===== src/bfth_pkg.sv =====
`timescale 1ns / 1ps
// bfth_pkg: shared constants, controller state type and hash helper for the bloom filter
// no dependencies

package bfth_pkg;

    localparam logic [31:0] MIX_MUL = 32'h5bd1e995;

    localparam logic OP_ADD   = 1'b0;
    localparam logic OP_QUERY = 1'b1;

    typedef enum logic [3:0] {
        ST_CLEAR,
        ST_IDLE,
        ST_HASH,
        ST_MOD,
        ST_RD1,
        ST_WR1,
        ST_RD2,
        ST_WR2,
        ST_CHK
    } state_t;

    // shift/add mix, all adds wrap at 32 bits
    function automatic logic [31:0] jenkins_mix(input logic [31:0] key);
        logic [31:0] x;
        x = key;
        x = x + (x << 10);
        x = x ^ (x >> 6);
        x = x + (x << 3);
        x = x ^ (x >> 11);
        x = x + (x << 15);
        return x;
    endfunction

endpackage


===== src/bfth_hash.sv =====
`timescale 1ns / 1ps
// bfth_hash: multi-cycle hash unit, murmur-style mix over three registered multiplies for h1, shift/add mix for h2
// depends on bfth_pkg

module bfth_hash (
    input  logic        clk,
    input  logic        rst_n,
    input  logic        start,
    input  logic [31:0] key,
    output logic        done,
    output logic [31:0] h1,
    output logic [31:0] h2
);

    logic        busy_reg;
    logic [1:0]  step_reg;
    logic        done_reg;
    logic [31:0] k_reg;
    logic [31:0] j_reg;

    always_ff @(posedge clk or negedge rst_n)
    begin
        if (!rst_n)
        begin
            busy_reg <= 1'b0;
            step_reg <= 2'd0;
            done_reg <= 1'b0;
        end
        else
        begin
            done_reg <= 1'b0;
            if (start)
            begin
                busy_reg <= 1'b1;
                step_reg <= 2'd0;
            end
            else if (busy_reg)
            begin
                step_reg <= step_reg + 2'd1;
                if (step_reg == 2'd2)
                begin
                    busy_reg <= 1'b0;
                    done_reg <= 1'b1;
                end
            end
        end
    end

    always_ff @(posedge clk)
    begin
        if (start)
        begin
            k_reg <= key * bfth_pkg::MIX_MUL;
            j_reg <= bfth_pkg::jenkins_mix(key);
        end
        else if (busy_reg)
        begin
            case (step_reg)
                2'd0:    k_reg <= (k_reg ^ (k_reg >> 24)) * bfth_pkg::MIX_MUL;
                2'd1:    k_reg <= (k_reg ^ (k_reg >> 13)) * bfth_pkg::MIX_MUL;
                default: k_reg <= k_reg ^ (k_reg >> 15);
            endcase
        end
    end

    assign done = done_reg;
    assign h1   = k_reg;
    assign h2   = j_reg;

endmodule


===== config.mk =====
export PLATFORM = sky130hd
export DESIGN_NAME = bfth_hash
export DESIGN_NICKNAME = d
export VERILOG_FILES = /design/src/bfth_pkg.sv /design/src/bfth_hash.sv
export SDC_FILE = /design/constraint.sdc
export NUM_CORES = 2
export LEC_CHECK = 0
export BUFFER_PORTS_ARGS = -buffer_cell sky130_fd_sc_hd__buf_2
export CAP_MARGIN = 10
export CORE_UTILIZATION = 55
export DETAILED_ROUTE_END_ITERATION = 10
export PLACE_DENSITY = 0.73
export SETUP_SLACK_MARGIN = 0.3
export SYNTH_ARGS = -nofsm -noshare
export SYNTH_HDL_FRONTEND = slang
export SYNTH_SLANG_ARGS = --single-unit

===== constraint.sdc =====
create_clock -name clk -period 13.5 [get_ports clk]
set_input_delay 2.7 -clock clk [delete_from_list [all_inputs] [get_ports clk]]
set_output_delay 2.7 -clock clk [all_outputs]
set_load 0.005 [all_outputs]

==> results by group <==
Status
  • Status: finished clean

Setup path
  • Critical Path Fanout Max: 15
  • Worst R2R Path Depth: 30
  • Worst flop-to-flop path startpoint: h1[25]
  • Crit-path slowest cell: o41ai_1
  • CP max stage delay: roughly 0.67 ns
  • R2r endpoint: h1[31]
  • CP Capture Type: flop
  • WS Path Type: in -> reg
  • Critical Path AT: between 10 and 15 ns
  • CP Data Required Time: 13.59 ns
  • Crit-path most repeated cell: a21oi_1
  • Crit path launch type: primary input
  • Setup slack, reg-to-reg: 4.22 ns

Timing
  • Fin crit period: 10.27 ns
  • Setup Skew: 0.0110 ns
  • Setup repair after global routing missed its margin: false
  • Setup TNS: 0 ns
  • Slew Limit Fails: 0
  • Rel. slew slack: 0.280
  • Slew at the pin with the worst max-slew slack: 1.07 ns
  • Tcrit/Tclk final: 0.761
  • Hold violation count in the final report: 0
  • Setup violators final: 0
  • Max Freq: 97.3 MHz

Clock tree
  • Worst skew pair latency: about 0.33 ns
  • Clock Root Buffer: clkbuf_16
  • Clock sink count: 68
  • CTS HTree Levels: 3
  • Post_cts resized: 0
  • Clock transition at path regs: about 0.060 ns
  • Num CTS Buffers: 9
  • Hold-fix buffers, CTS: 0
  • CTS tree: built
  • Max Root-Sink Buffers: 2
  • Post-CTS Setup Bufs: 0

Worst hold path
  • Min-Delay Path Class: reg -> reg
  • Hold Crit Start: step_reg[1]
  • Hold depth: 2
  • Hold EP: step_reg[1]

Detailed routing
  • DRT Pass-1 Iters: 6
  • DRC marker count from the first detailed-route iteration: 1609
  • Met2 WL: 40300 um
  • Total wire length: 83900 um
  • Vias: 23200
  • Routed wl met3: about 5300 um
  • Wire length per cell: ~20 um
  • Wl on met1: between 30000 and 40000 um
  • Via-per-instance ratio: 5.40
  • Drt drc: 0
  • Antenna viol nets, final: 0
  • Top Layer Used: met4

GRT
  • Grt ovf: 0
  • Vias in the first global route: 24900
  • Gr usage total: 0.292
  • Largest net degree at the start of global routing: 67
  • First-pass GRT wire length: 135000 um
  • Initial antenna violation count: 0

Cells and area
  • Share of cells above drive strength 1: 0.0518
  • Filler Cell Count: approximately 5100
  • Multi-input gate area: 26400 um^2
  • Seq. cell area: around 2000 um^2
  • Nets: 4758
  • P&R area growth vs syn: 5.89%

Die
  • Row Count: 88
  • Die area: 59900 um^2
  • Die Wd: 245 um
  • Core area: 57900 um^2
  • Initial Util: 0.560
  • I/O pins: 100
  • Chip height: about 240 um

Yosys
  • Post-synthesis sequential area ratio: 0.0624
  • Async set-or-reset flop fraction in the synthesized netlist: 0.0588
  • Number of flops mapped to enable cells by yosys: 64
  • Synthesis Warnings: 0
  • Post-synthesis instance area: roughly 32000 um^2
  • Cells after synthesis: 3409
  • Syn avg cell area: 9.51 um^2
  • Distinct cells, synth: about 80
  • FF+latch count, synth: approximately 70
  • Most used DFF post-synth: edfxtp_1
  • Syn nets: 4640

Placement
  • DP HPWL: 72700 um
  • GPL Wtd Cong: 0.940
  • # port buffers: 99

Flow run
  • MaxCap Viol Count: 0
-- synth_stat cells, types with 15 or more instances --
library cell  number  share of area
a21o_1            46          0.011
and2_1            19         0.0037
xor2_1           109          0.029
xnor2_1          240          0.065
a211oi_1          15         0.0035
nand2b_1          20         0.0039
o21a_1            24         0.0056
a21oi_1          125          0.019
edfxtp_1          64          0.059
or2_2             15         0.0029
nand3_1           20         0.0031
nor2_1           101          0.012
nand2_1           63         0.0073
a221oi_1          15         0.0041
nor3_1            22         0.0034
fa_1             526           0.32
o21ai_0           62         0.0096
o21bai_1          17         0.0039
ha_1             670           0.26
inv_1           1036           0.12
nor2b_1           19         0.0037
clkbuf_1          22         0.0025
-- routing by layer --
layer / global-route usage / vias up
met5: 0 / -
met4: 0.107 / 0
met3: 0.0271 / 173
met2: 0.501 / 762
met1: 0.383 / 11400
li1: - / 10900
-- metrics by stage --
step                      setup slack (ns)  std cells  hold slack [ns]  instance area [um^2]  utilization
after floorplan                       4.22       3409            0.513                 32400            -
after detailed placement              2.99       4281            0.549                 34000        0.588
after CTS                             3.32       4297            0.572                 34300        0.593
final                                 3.23       4298            0.559                 34300        0.593
after global placement                3.07       4281            0.533                 34000        0.588
after global routing                  2.42       4297            0.592                 34300        0.593
-- cells by family (layout without fill, tap and decap cells) --
| family | after synthesis | after routing | share of synthesized area |
|---|---|---|---|
| other cells | 0 | 1 | 0 |
| buf+inv | 1066 | 1189 | 0.123 |
| xor+xnor | 355 | 355 | 0.0981 |
| mux | 3 | 3 | 0.000965 |
| fa+ha+maj | 1202 | 1202 | 0.585 |
| flops | 68 | 68 | 0.0624 |
| simple gates | 309 | 309 | 0.0461 |
| compound gates | 406 | 406 | 0.0838 |
-- worst max path at each step --
stage,start,end,cells after the start
after floorplan,key[0],h2[31],32
after CTS,key[0],h2[30],32
after detailed placement,key[0],h2[30],32
after global routing,key[0],h2[30],32
after global placement,key[0],h2[30],32
final,key[0],h2[30],32
-- placed cells by master, fill, tap and decap left out, drive strengths merged, types with 7 or more instances in the layout --
| master | synthesis | routed |
|---|---|---|
| o21bai | 17 | 17 |
| nor3 | 22 | 22 |
| xor2 | 112 | 112 |
| o21a | 24 | 24 |
| buf | 3 | 132 |
| or3 | 10 | 10 |
| inv | 1036 | 1036 |
| a22oi | 7 | 7 |
| edfxtp | 64 | 64 |
| and2 | 19 | 19 |
| clkinv | 5 | 10 |
| nand3 | 20 | 20 |
| a21oi | 127 | 127 |
| a221oi | 15 | 15 |
| nand2b | 20 | 20 |
| o21ai | 68 | 68 |
| fa | 526 | 526 |
| a21o | 46 | 46 |
| clkbuf | 22 | 9 |
| a211oi | 16 | 16 |
| xnor2 | 241 | 241 |
| or2 | 16 | 16 |
| nand2 | 63 | 63 |
| o31ai | 9 | 9 |
| a21boi | 11 | 11 |
| ha | 670 | 670 |
| nor2 | 102 | 102 |
| nor2b | 19 | 19 |
-- area by class of cell --
| class | count | share of cell area |
|---|---|---|
| antenna | 1 | 0.0000729 |
| clock buffer | 9 | 0.00656 |
| clock inverter | 7 | 0.00197 |
| inverter | 1041 | 0.114 |
| multi-input combinational | 2275 | 0.769 |
| sequential | 68 | 0.0589 |
| tap | 765 | 0.0279 |
| timing repair buffer | 132 | 0.0217 |
-- worst max-delay path, delay by kind of cell --
family	cells	cell delay (ns)
xor gates and xnor gates	5	0.94
buffers and inverters	1	0.25
adders and majority gates	4	1.33
AOI/OAI and AO/OA	21	5.04
and+or+nand+nor	1	0.09
Power is not shown: default switching activity piles up to over one toggle a cycle in this logic, so the estimate is an artifact.
