$ cat src/bfth_mod.sv
`timescale 1ns / 1ps
// bfth_mod: restoring remainder unit, one dividend bit per cycle
// no dependencies

module bfth_mod (
    input  logic        clk,
    input  logic        rst_n,
    input  logic        start,
    input  logic [31:0] dividend,
    input  logic [16:0] divisor,
    output logic        done,
    output logic [16:0] rem
);

    logic        busy_reg;
    logic [4:0]  cnt_reg;
    logic        done_reg;
    logic [31:0] dvd_reg;
    logic [16:0] rem_reg;
    logic [17:0] trial;

    assign trial = {rem_reg, dvd_reg[31]};

    always_ff @(posedge clk or negedge rst_n)
    begin
        if (!rst_n)
        begin
            busy_reg <= 1'b0;
            cnt_reg  <= 5'd0;
            done_reg <= 1'b0;
        end
        else
        begin
            done_reg <= 1'b0;
            if (start)
            begin
                busy_reg <= 1'b1;
                cnt_reg  <= 5'd0;
            end
            else if (busy_reg)
            begin
                cnt_reg <= cnt_reg + 5'd1;
                if (cnt_reg == 5'd31)
                begin
                    busy_reg <= 1'b0;
                    done_reg <= 1'b1;
                end
            end
        end
    end

    always_ff @(posedge clk)
    begin
        if (start)
        begin
            dvd_reg <= dividend;
            rem_reg <= 17'd0;
        end
        else if (busy_reg)
        begin
            dvd_reg <= {dvd_reg[30:0], 1'b0};
            if (trial >= {1'b0, divisor})
                rem_reg <= 17'(trial - {1'b0, divisor});
            else
                rem_reg <= trial[16:0];
        end
    end

    assign done = done_reg;
    // remainder is below the divisor, so it fits the 17-bit divisor width
    assign rem  = rem_reg;

endmodule

$ cat config.mk
export PLATFORM = sky130hd
export DESIGN_NAME = bfth_mod
export DESIGN_NICKNAME = d
export VERILOG_FILES = /design/src/bfth_mod.sv
export SDC_FILE = /design/constraint.sdc
export NUM_CORES = 1
export LEC_CHECK = 0
export ABC_CLOCK_PERIOD_IN_PS = 2740
export BUFFER_PORTS_ARGS = -buffer_cell sky130_fd_sc_hd__buf_4
export CAP_MARGIN = 10
export CORE_UTILIZATION = 57
export CTS_BUF_LIST = sky130_fd_sc_hd__clkbuf_4
export DETAILED_ROUTE_END_ITERATION = 7
export PLACE_DENSITY_LB_ADDON = 0.12
export SYNTH_ARGS = -nofsm -noshare
export SYNTH_HDL_FRONTEND = slang
export SYNTH_SLANG_ARGS = --single-unit
$ cat constraint.sdc
create_clock -name clk -period 2.74 [get_ports clk]
set_input_delay 0.274 -clock clk [delete_from_list [all_inputs] [get_ports clk]]
set_output_delay 0.274 -clock clk [all_outputs]
set_load 0.01 [all_outputs]
==> results of run 1 <==
## worst max-delay path, delay by kind of cell (launching register included)
family	cells	cell delay, ps
flops	1	420
compound gates	5	1020
fa+ha+maj	2	590
buf+inv	3	360
mux	1	110
## cell usage after synthesis, types with 3 or more instances
cell type | count | area (um2)
mux2i_1 | 3 | 30.03
nand4_1 | 3 | 18.77
o21bai_1 | 3 | 22.52
a21oi_1 | 21 | 105.1
nand3_1 | 5 | 25.02
xnor2_1 | 7 | 61.31
dfrtp_1 | 7 | 175.2
xor2_1 | 7 | 61.31
edfxtp_1 | 32 | 960.9
o211ai_1 | 6 | 45.04
and3_1 | 3 | 18.77
inv_1 | 22 | 82.58
nor2_1 | 20 | 75.07
dfxtp_1 | 17 | 340.3
a311oi_1 | 9 | 78.83
nand2b_1 | 5 | 31.28
ha_1 | 19 | 237.7
mux2_2 | 31 | 349.1
a21o_1 | 5 | 37.54
nand2_1 | 32 | 120.1
o21ai_0 | 13 | 65.06
clkbuf_1 | 11 | 41.29
buf_2 | 7 | 35.03
## final timing paths
check | startpoint | endpoint | slack, ps | depth (start not counted)
setup / recovery | dvd_reg[31] | rem[12] | 170 | 11
hold / removal | dividend[0] | dvd_reg[0] | 170 | 2
setup reg to reg | dvd_reg[31] | rem[12] | 170 | 11
hold reg to reg | rem[3] | rem[4] | 530 | 2
max in group asynchronous | rst_n | busy_reg | 2410 | 2
min in group asynchronous | rst_n | cnt_reg[0] | 200 | 2
## area by class of cell
| cell class | instances | area share [%] |
|---|---|---|
| inverters | 22 | 2.033 |
| repair buffers | 76 | 14.11 |
| clock inverters | 2 | 0.4004 |
| multi-input cells | 232 | 43.79 |
| flip-flops and latches | 56 | 36.34 |
| clock buffers | 6 | 1.109 |
| well taps | 72 | 2.217 |
## what timing repair did
action / in CTS / in global routing
setup endpoints to repair: 0 / 1
buffers inserted: 0 / 0
endpoints found under the hold margin: 7 / 0
hold buffers: 1 / 0
## report_power, final
group	leakage [nW]	total (mW)	switching, mW	internal (mW)
combinational	1.20	1.67	0.874	0.792
clock	0.0319	0.380	0.267	0.113
sequential	0.569	1.19	0.140	1.05
total	1.80	3.23	1.28	1.95
## logic make-up after synthesis
| family | count (synthesis) | share of synthesized area [%] |
|---|---|---|
| adders and majority gates | 20 | 7.549 |
| and+or+nand+nor | 81 | 11.03 |
| xor gates and xnor gates | 14 | 3.591 |
| AOI/OAI and AO/OA | 82 | 18.51 |
| DFF | 56 | 43.24 |
| muxes | 35 | 11.43 |
| buffers and inverters | 40 | 4.654 |
## metal layers
| metal | up-vias | share of wire (%) | track usage, % |
|---|---|---|---|
| met3 | 9 | 5.9 | 5.714 |
| met5 | - | 0 | 0 |
| li1 | 1338 | - | - |
| met2 | 85 | 47 | 38.62 |
| met4 | 0 | 1.1 | 6.364 |
| met1 | 1288 | 46 | 32.91 |
## cell usage in the layout, fill, tap and decap left out, drive strengths merged, types with 3 or more instances in the layout
cell type | netlist | final
a211oi | 3 | 3
a311oi | 10 | 10
nand3 | 5 | 5
inv | 22 | 22
o21ai | 13 | 13
clkbuf | 11 | 6
a21o | 5 | 5
nand4 | 3 | 3
a21oi | 21 | 21
o21a | 4 | 4
o21bai | 3 | 3
buf | 7 | 75
xnor2 | 7 | 7
dfrtp | 7 | 7
ha | 19 | 19
xor2 | 7 | 7
edfxtp | 32 | 32
dfxtp | 17 | 17
nand2b | 5 | 5
mux2 | 32 | 32
mux2i | 3 | 3
nand2 | 32 | 32
and3 | 3 | 3
o211ai | 6 | 6
nor2 | 20 | 20
==> impl_metrics.json, run 1 <==
{
  "wl_per_cell_um": 15.64,
  "drtAntennaViolNets": 0,
  "start_kind": "flop",
  "power.leakage_nw": 1.804,
  "crit_required_ps": 3040,
  "critPathMaxFanout": 10,
  "min_period_ps": 2573,
  "fin_crit_sh_pct": 93.90,
  "ir_worst_vdd_v": 0.0004541,
  "fin_util_pct": 72.01,
  "fmax_mhz": 388.7,
  "wirelength_um": 7290,
  "drive_above_1_share_pct": 31.73,
  "htree_levels": 2,
  "cap_violations": 0,
  "drt-initial-drc-count": 138,
  "core_region_area_um2": 5642,
  "power_density_nw_per_um2": 795.7,
  "synth_seq_cells": 56,
  "place_inst": 457,
  "synth_edf_count": 32,
  "globalplace.congestion": 0.9130,
  "hpwl_um": 5467,
  "start_util_pct": 60.52,
  "track_usage_pct": 24.15,
  "vias": 2720,
  "syn_avg_cell_area_um2": 10.41,
  "fp-row-count": 27,
  "setup_viol_count_final": 0,
  "fillers": 446,
  "rsz0062_at_grt": "false",
  "yosys_most_used_dff": "edfxtp_1",
  "cts_made_buffers": 5,
  "cts_tree": "yes",
  "syn-instance-count": 328,
  "synth_nets": 400,
  "ys_warn_count": 0,
  "drc_errors": 0,
  "critical-path-max-stage-delay_ps": 430,
  "layout.nets": 465,
  "design_area_um2": 4063,
  "fin_skew_ps": 15.83,
  "worst_pin_slew_ps": 597.3,
  "finalNonFillerCells": 466,
  "die_h_um": 79.40,
  "seq_area_um2": 1476,
  "cts_resized": 0,
  "clkLatencyLatePin_ps": 390,
  "min_path_type": "primary input to flop",
  "io_pins": 70,
  "avgViaCountPerCell": 5.837,
  "grt_pass1_vias": 2496,
  "areaGrowthSynthToFinish_pct": 18.98,
  "grt_pass1_wl_um": 11630,
  "ys_seq_area_share_pct": 43.24,
  "status": "completed",
  "whs_ps": 166.9,
  "overflow": 0,
  "drt-pass1-iter-count": 4,
  "clockBufferDepth": 2,
  "slew_headroom_pct": 59.76,
  "fin_ws_ps": 167.1,
  "clk_pin_slew_worst_paths_ps": 160,
  "antenna_cells": 0,
  "maxSlewViolCount": 0,
  "finalHoldViolCount": 0,
  "cpMaxStageDelayCell": "fa_1",
  "fin_setup_tns_ps": 0,
  "multi_input_area_um2": 1779,
  "syn-cell-area_um2": 3415,
  "cp-end-kind": "flop",
  "worstPathCellList": "inv_1 -> ha_1 -> inv_1 -> fa_1 -> a211oi_2 -> o21a_4 -> o21a_4 -> o311ai_4 -> buf_4 -> mux2i_1 -> a211oi_1",
  "grt_start_max_net_pins": 33,
  "cts_sinks": 56,
  "synth_cell_types": 53,
  "path_class": "flop to flop",
  "place_ws_ps": 157.3,
  "placed_area_um2": 3991,
  "fp.dieW_um": 79.40,
  "dieArea_um2": 6304,
  "largest_reg_flops": 32,
  "critPathArrivalTime_ps": 2880,
  "io_buffers": 69,
  "antenna_found_initial": 0,
  "clockRootBuffer": "clkbuf_4",
  "async_flop_share_pct": 12.50,
  "p_total_mw": 3.233
}
(Power assumes the default switching activity.)
==> run 2, diff against run 1 <==
--- a/config.mk
+++ b/config.mk
@@ -13,3 +13,3 @@
 export DETAILED_ROUTE_END_ITERATION = 7
-export PLACE_DENSITY_LB_ADDON = 0.12
+export PLACE_DENSITY = 0.82
 export SYNTH_ARGS = -nofsm -noshare
==> constraint.sdc (replaced) <==
create_clock -name clk -period 2.74 [get_ports clk]
set_input_delay 0 -clock clk [delete_from_list [all_inputs] [get_ports clk]]
set_output_delay 0 -clock clk [all_outputs]
set_load 0.01 [all_outputs]
==> impl_metrics.json, run 2 (synthesis results as in run 1) <==
{
  "cpMaxStageDelayCell": "fa_1",
  "path_class": "flop to flop",
  "cp-end-kind": "flop",
  "fin_util_pct": 78.80,
  "worst_pin_slew_ps": 720.5,
  "vias": 2920,
  "setup_viol_count_final": 0,
  "fin_skew_ps": 11.15,
  "track_usage_pct": 26.90,
  "crit_required_ps": 3040,
  "drtAntennaViolNets": 0,
  "start_kind": "flop",
  "clk_pin_slew_worst_paths_ps": 180,
  "critPathMaxFanout": 10,
  "place_inst": 459,
  "io_pins": 70,
  "grt_pass1_vias": 2787,
  "worst_hold_path.num_cells": 4,
  "drt-pass1-iter-count": 5,
  "critPathArrivalTime_ps": 2890,
  "min_path_type": "primary input to flop",
  "fillers": 379,
  "hpwl_um": 5440,
  "cts_made_buffers": 5,
  "fin_setup_tns_ps": 0,
  "worstPathCellList": "inv_1 -> ha_1 -> inv_1 -> fa_1 -> a211oi_2 -> o21a_4 -> o21a_4 -> o311ai_4 -> mux2_1 -> a22o_1",
  "fmax_mhz": 386.1,
  "drt-initial-drc-count": 209,
  "place_ws_ps": 123.3,
  "ff2ff_setup_slack_ps": 150,
  "cts_resized": 0,
  "clockRootBuffer": "clkbuf_4",
  "rsz0062_at_grt": "false",
  "htree_levels": 2,
  "globalplace.congestion": 0.9344,
  "drc_errors": 0,
  "r2r_cells": 10,
  "fp-row-count": 27,
  "critical-path-max-stage-delay_ps": 440,
  "antenna_cells": 0,
  "clkLatencyLatePin_ps": 390,
  "drive_above_1_share_pct": 30.02,
  "whs_ps": 75.25,
  "crit_buf_inv": 2,
  "clockBufferDepth": 2,
  "power_density_nw_per_um2": 763.1,
  "reg2reg_from": "dvd_reg[31]",
  "hold_start": "divisor[0]",
  "min_period_ps": 2590,
  "layout_commonest_cell": "buf_4",
  "io_buffers": 69,
  "die_h_um": 79.40,
  "avgViaCountPerCell": 5.782,
  "grt_start_max_net_pins": 36,
  "r2r-end": "rem[2]",
  "finalNonFillerCells": 505,
  "power.leakage_nw": 1.979,
  "overflow": 0,
  "core_region_area_um2": 5642,
  "wirelength_um": 8194,
  "start_util_pct": 60.52,
  "cts_sinks": 56,
  "layout.nets": 504,
  "cap_violations": 0,
  "wl_per_cell_um": 16.23,
  "finalHoldViolCount": 0,
  "grt_pass1_wl_um": 12940,
  "dieArea_um2": 6304,
  "fin_crit_sh_pct": 94.52,
  "slew_headroom_pct": 51.46,
  "status": "completed",
  "cts_tree": "yes",
  "antenna_found_initial": 0,
  "ir_worst_vdd_v": 0.0005121,
  "largest_reg_flops": 32,
  "fp.dieW_um": 79.40,
  "hold_end": "rem[0]",
  "final_cell_mix": "buf_4 (80), dlygate4sd3_1 (35), nand2_1 (32), edfxtp_1 (32), mux2_2 (31)",
  "path_delay_family": "compound AO/OA/AOI/OAI gates",
  "fin_ws_ps": 150.3,
  "maxSlewViolCount": 0,
  "areaGrowthSynthToFinish_pct": 30.19
}
-- run 2: changes by cell type in the layout (fill, tap and decap cells not counted), sizes merged --
cell	before	now
buf	75	80
clkinv	1	0
clkinvlp	1	0
clkbuf	6	5
inv	22	25
dlygate4sd3	1	35
-- run 2: worst max-delay path by stage --
| stage | start | endpoint | cells after the start |
|---|---|---|---|
| final | dvd_reg[31] | rem[2] | 10 |
| after global routing | dvd_reg[31] | rem[2] | 10 |
| after CTS | dvd_reg[31] | rem[2] | 10 |
| after detailed placement | dvd_reg[31] | rem[2] | 10 |
| after global placement | dvd_reg[31] | rem[2] | 10 |
| after floorplan | dvd_reg[31] | rem[2] | 10 |
-- run 2: stage by stage --
| step | instance area [um2] | total power [mW] |
|---|---|---|
| finish | 4446 | 3.392 |
| global route | 4446 | 3.603 |
| global placement | 4006 | 2.815 |
| detailed placement | 4006 | 2.866 |
| floorplan | 3415 | 2.354 |
| CTS | 4423 | 3.309 |
-- run 2: report_power, final --
group	internal (mW)	switching [mW]	total, mW
Combinational	0.873	0.929	1.80
Sequential	1.05	0.132	1.18
Clock	0.114	0.297	0.411
-- run 2: worst min-delay path: stages --
cell and delay (ps):
buf_4 80, ha_1 140, nand2b_1 120, a311oi_1 90
-- run 2: what timing repair did --
action,in CTS,in global routing
hold endpoints to repair,46,0
hold buffers,35,0
buffers inserted,0,3
endpoints found under the setup margin,0,7
-- run 2: per-layer routing --
metal  vias up  wire length (um)  track usage (%)
met4         0               115            6.727
met1      1368              3557            36.33
met3        12               465            4.343
met2       123              4056            45.09
met5         -                 0                0
li1       1417                 -                -
-- run 2: layout make-up --
cell class              count  area [um2]  share of cell area, %
multi-input cells         232        1779                  40.02
flip-flops and latches     56        1476                  33.21
repair buffers            115       950.9                  21.39
well taps                  72       90.09                  2.026
inverters                  22       82.58                  1.858
clock buffers               5       37.54                 0.8444
clock inverters             3       28.78                 0.6473
==> run 3, diff against run 2 <==
- CORE_UTILIZATION: 57 -> 55
- CTS_BUF_LIST: sky130_fd_sc_hd__clkbuf_4 -> not set
- PLACE_DENSITY: 0.82 -> 0.8
==> impl_metrics.json, run 3 (synthesis results as in run 1) <==
{
  "status": "completed",
  "cap_violations": 0,
  "grt_start_max_net_pins": 53,
  "vias": 2901,
  "drt-pass1-iter-count": 5,
  "start_util_pct": 57.33,
  "worst_pin_slew_ps": 610.0,
  "clockBufferDepth": 2,
  "ir_worst_vdd_v": 0.0004635,
  "grt_pass1_vias": 2748,
  "cpMaxStageDelayCell": "o311a_4",
  "path_delay_family": "compound AO/OA/AOI/OAI gates",
  "start_kind": "flop",
  "cts_sinks": 56,
  "largest_reg_flops": 32,
  "path_class": "flop to flop",
  "clockRootBuffer": "clkbuf_8",
  "crit_required_ps": 2970,
  "htree_levels": 2,
  "fin_ws_ps": 98.83,
  "fin_skew_ps": 5.111,
  "track_usage_pct": 26.49,
  "ff2ff_setup_slack_ps": 100,
  "power_density_nw_per_um2": 777.9,
  "slew_headroom_pct": 59.33,
  "finalHoldViolCount": 0,
  "worstPathCellList": "inv_1 -> ha_1 -> inv_1 -> fa_1 -> a211oi_2 -> o21a_4 -> o21a_4 -> o311a_4 -> or3b_1 -> a311oi_2",
  "crit_cells": 10,
  "io_pins": 70,
  "setup_viol_count_final": 0,
  "maxSlewViolCount": 0,
  "placed_area_um2": 3995,
  "fin_setup_tns_ps": 0,
  "place_ws_ps": 215.5,
  "fin_crit_sh_pct": 96.39,
  "crit_buf_inv": 2,
  "fmax_mhz": 378.6,
  "hpwl_um": 5457,
  "areaGrowthSynthToFinish_pct": 29.02,
  "wirelength_um": 8370,
  "die_h_um": 80.79,
  "fin_util_pct": 73.97,
  "antenna_found_initial": 0,
  "drt-initial-drc-count": 155,
  "min_path_type": "primary input to flop",
  "design_area_um2": 4405,
  "cp-end-kind": "flop",
  "layout_commonest_cell": "buf_4",
  "critical-path-max-stage-delay_ps": 440,
  "layout.nets": 495,
  "fp-row-count": 28,
  "avgViaCountPerCell": 5.814,
  "r2r_cells": 10,
  "antenna_cells": 0,
  "cts_made_buffers": 5,
  "clkLatencyLatePin_ps": 310,
  "clk_pin_slew_worst_paths_ps": 110,
  "critPathArrivalTime_ps": 2870,
  "grt_pass1_wl_um": 13030,
  "power.leakage_nw": 1.947,
  "globalplace.congestion": 0.8629,
  "core_region_area_um2": 5956,
  "cts_tree": "yes",
  "drtAntennaViolNets": 0,
  "wl_per_cell_um": 16.77,
  "overflow": 0,
  "min_period_ps": 2641,
  "dieArea_um2": 6527,
  "io_buffers": 69,
  "drive_above_1_share_pct": 29.95,
  "final_cell_mix": "buf_4 (76), nand2_1 (32), edfxtp_1 (32)",
  "drc_errors": 0,
  "fp.dieW_um": 80.79,
  "worst_hold_path.num_cells": 2,
  "critPathMaxFanout": 15
}
[run 3: path summary, 6_finish.rpt]
check / from / end
max in group asynchronous: rst_n / done
worst min-delay path: dividend[19] / dvd_reg[19]
min in group asynchronous: rst_n / cnt_reg[4]
worst max-delay path: dvd_reg[31] / rem[16]
worst min register to register: rem[4] / rem[5]
worst max register to register: dvd_reg[31] / rem[16]
[run 3: repair_timing]
| action | in CTS | in global routing |
|---|---|---|
| hold buffers | 29 | 1 |
| setup endpoints to repair | 0 | 5 |
| gates resized for setup | 0 | 1 |
| endpoints found under the hold margin | 35 | 1 |
| buffers inserted | 0 | 1 |
[run 3: where the power goes]
group | switching (mW) | internal, mW
combinational | 0.924 | 0.837
clock | 0.289 | 0.188
sequential | 0.140 | 1.05
[run 3: final cells by class]
| cell class | count | area (um2) |
|---|---|---|
| multi-input cells | 232 | 1785 |
| clock buffers | 5 | 68.82 |
| flip-flops and latches | 56 | 1476 |
| clock inverters | 3 | 27.53 |
| repair buffers | 106 | 870.8 |
| inverters | 22 | 82.58 |
| well taps | 75 | 93.84 |
| fillers | 411 | 1550 |
[run 3: per-layer routing]
layer	track usage, %	share of wire [%]	vias up
li1	-	-	1400
met3	4.157	5.1	19
met2	45.42	50	102
met5	0	0	-
met1	34.03	43	1380
met4	9.107	2.0	0
[run 3: through the flow]
step           total power, mW  hold slack, ps  std cells
3_3_place_gp             2.818          -183.0        460
5_1_grt                  3.629           3.036        499
4_1_cts                  3.366           1.679        497
3_5_place_dp             2.848          -178.3        460
2_1_floorplan            2.354          -295.6        328
6_report                 3.427           5.753        499
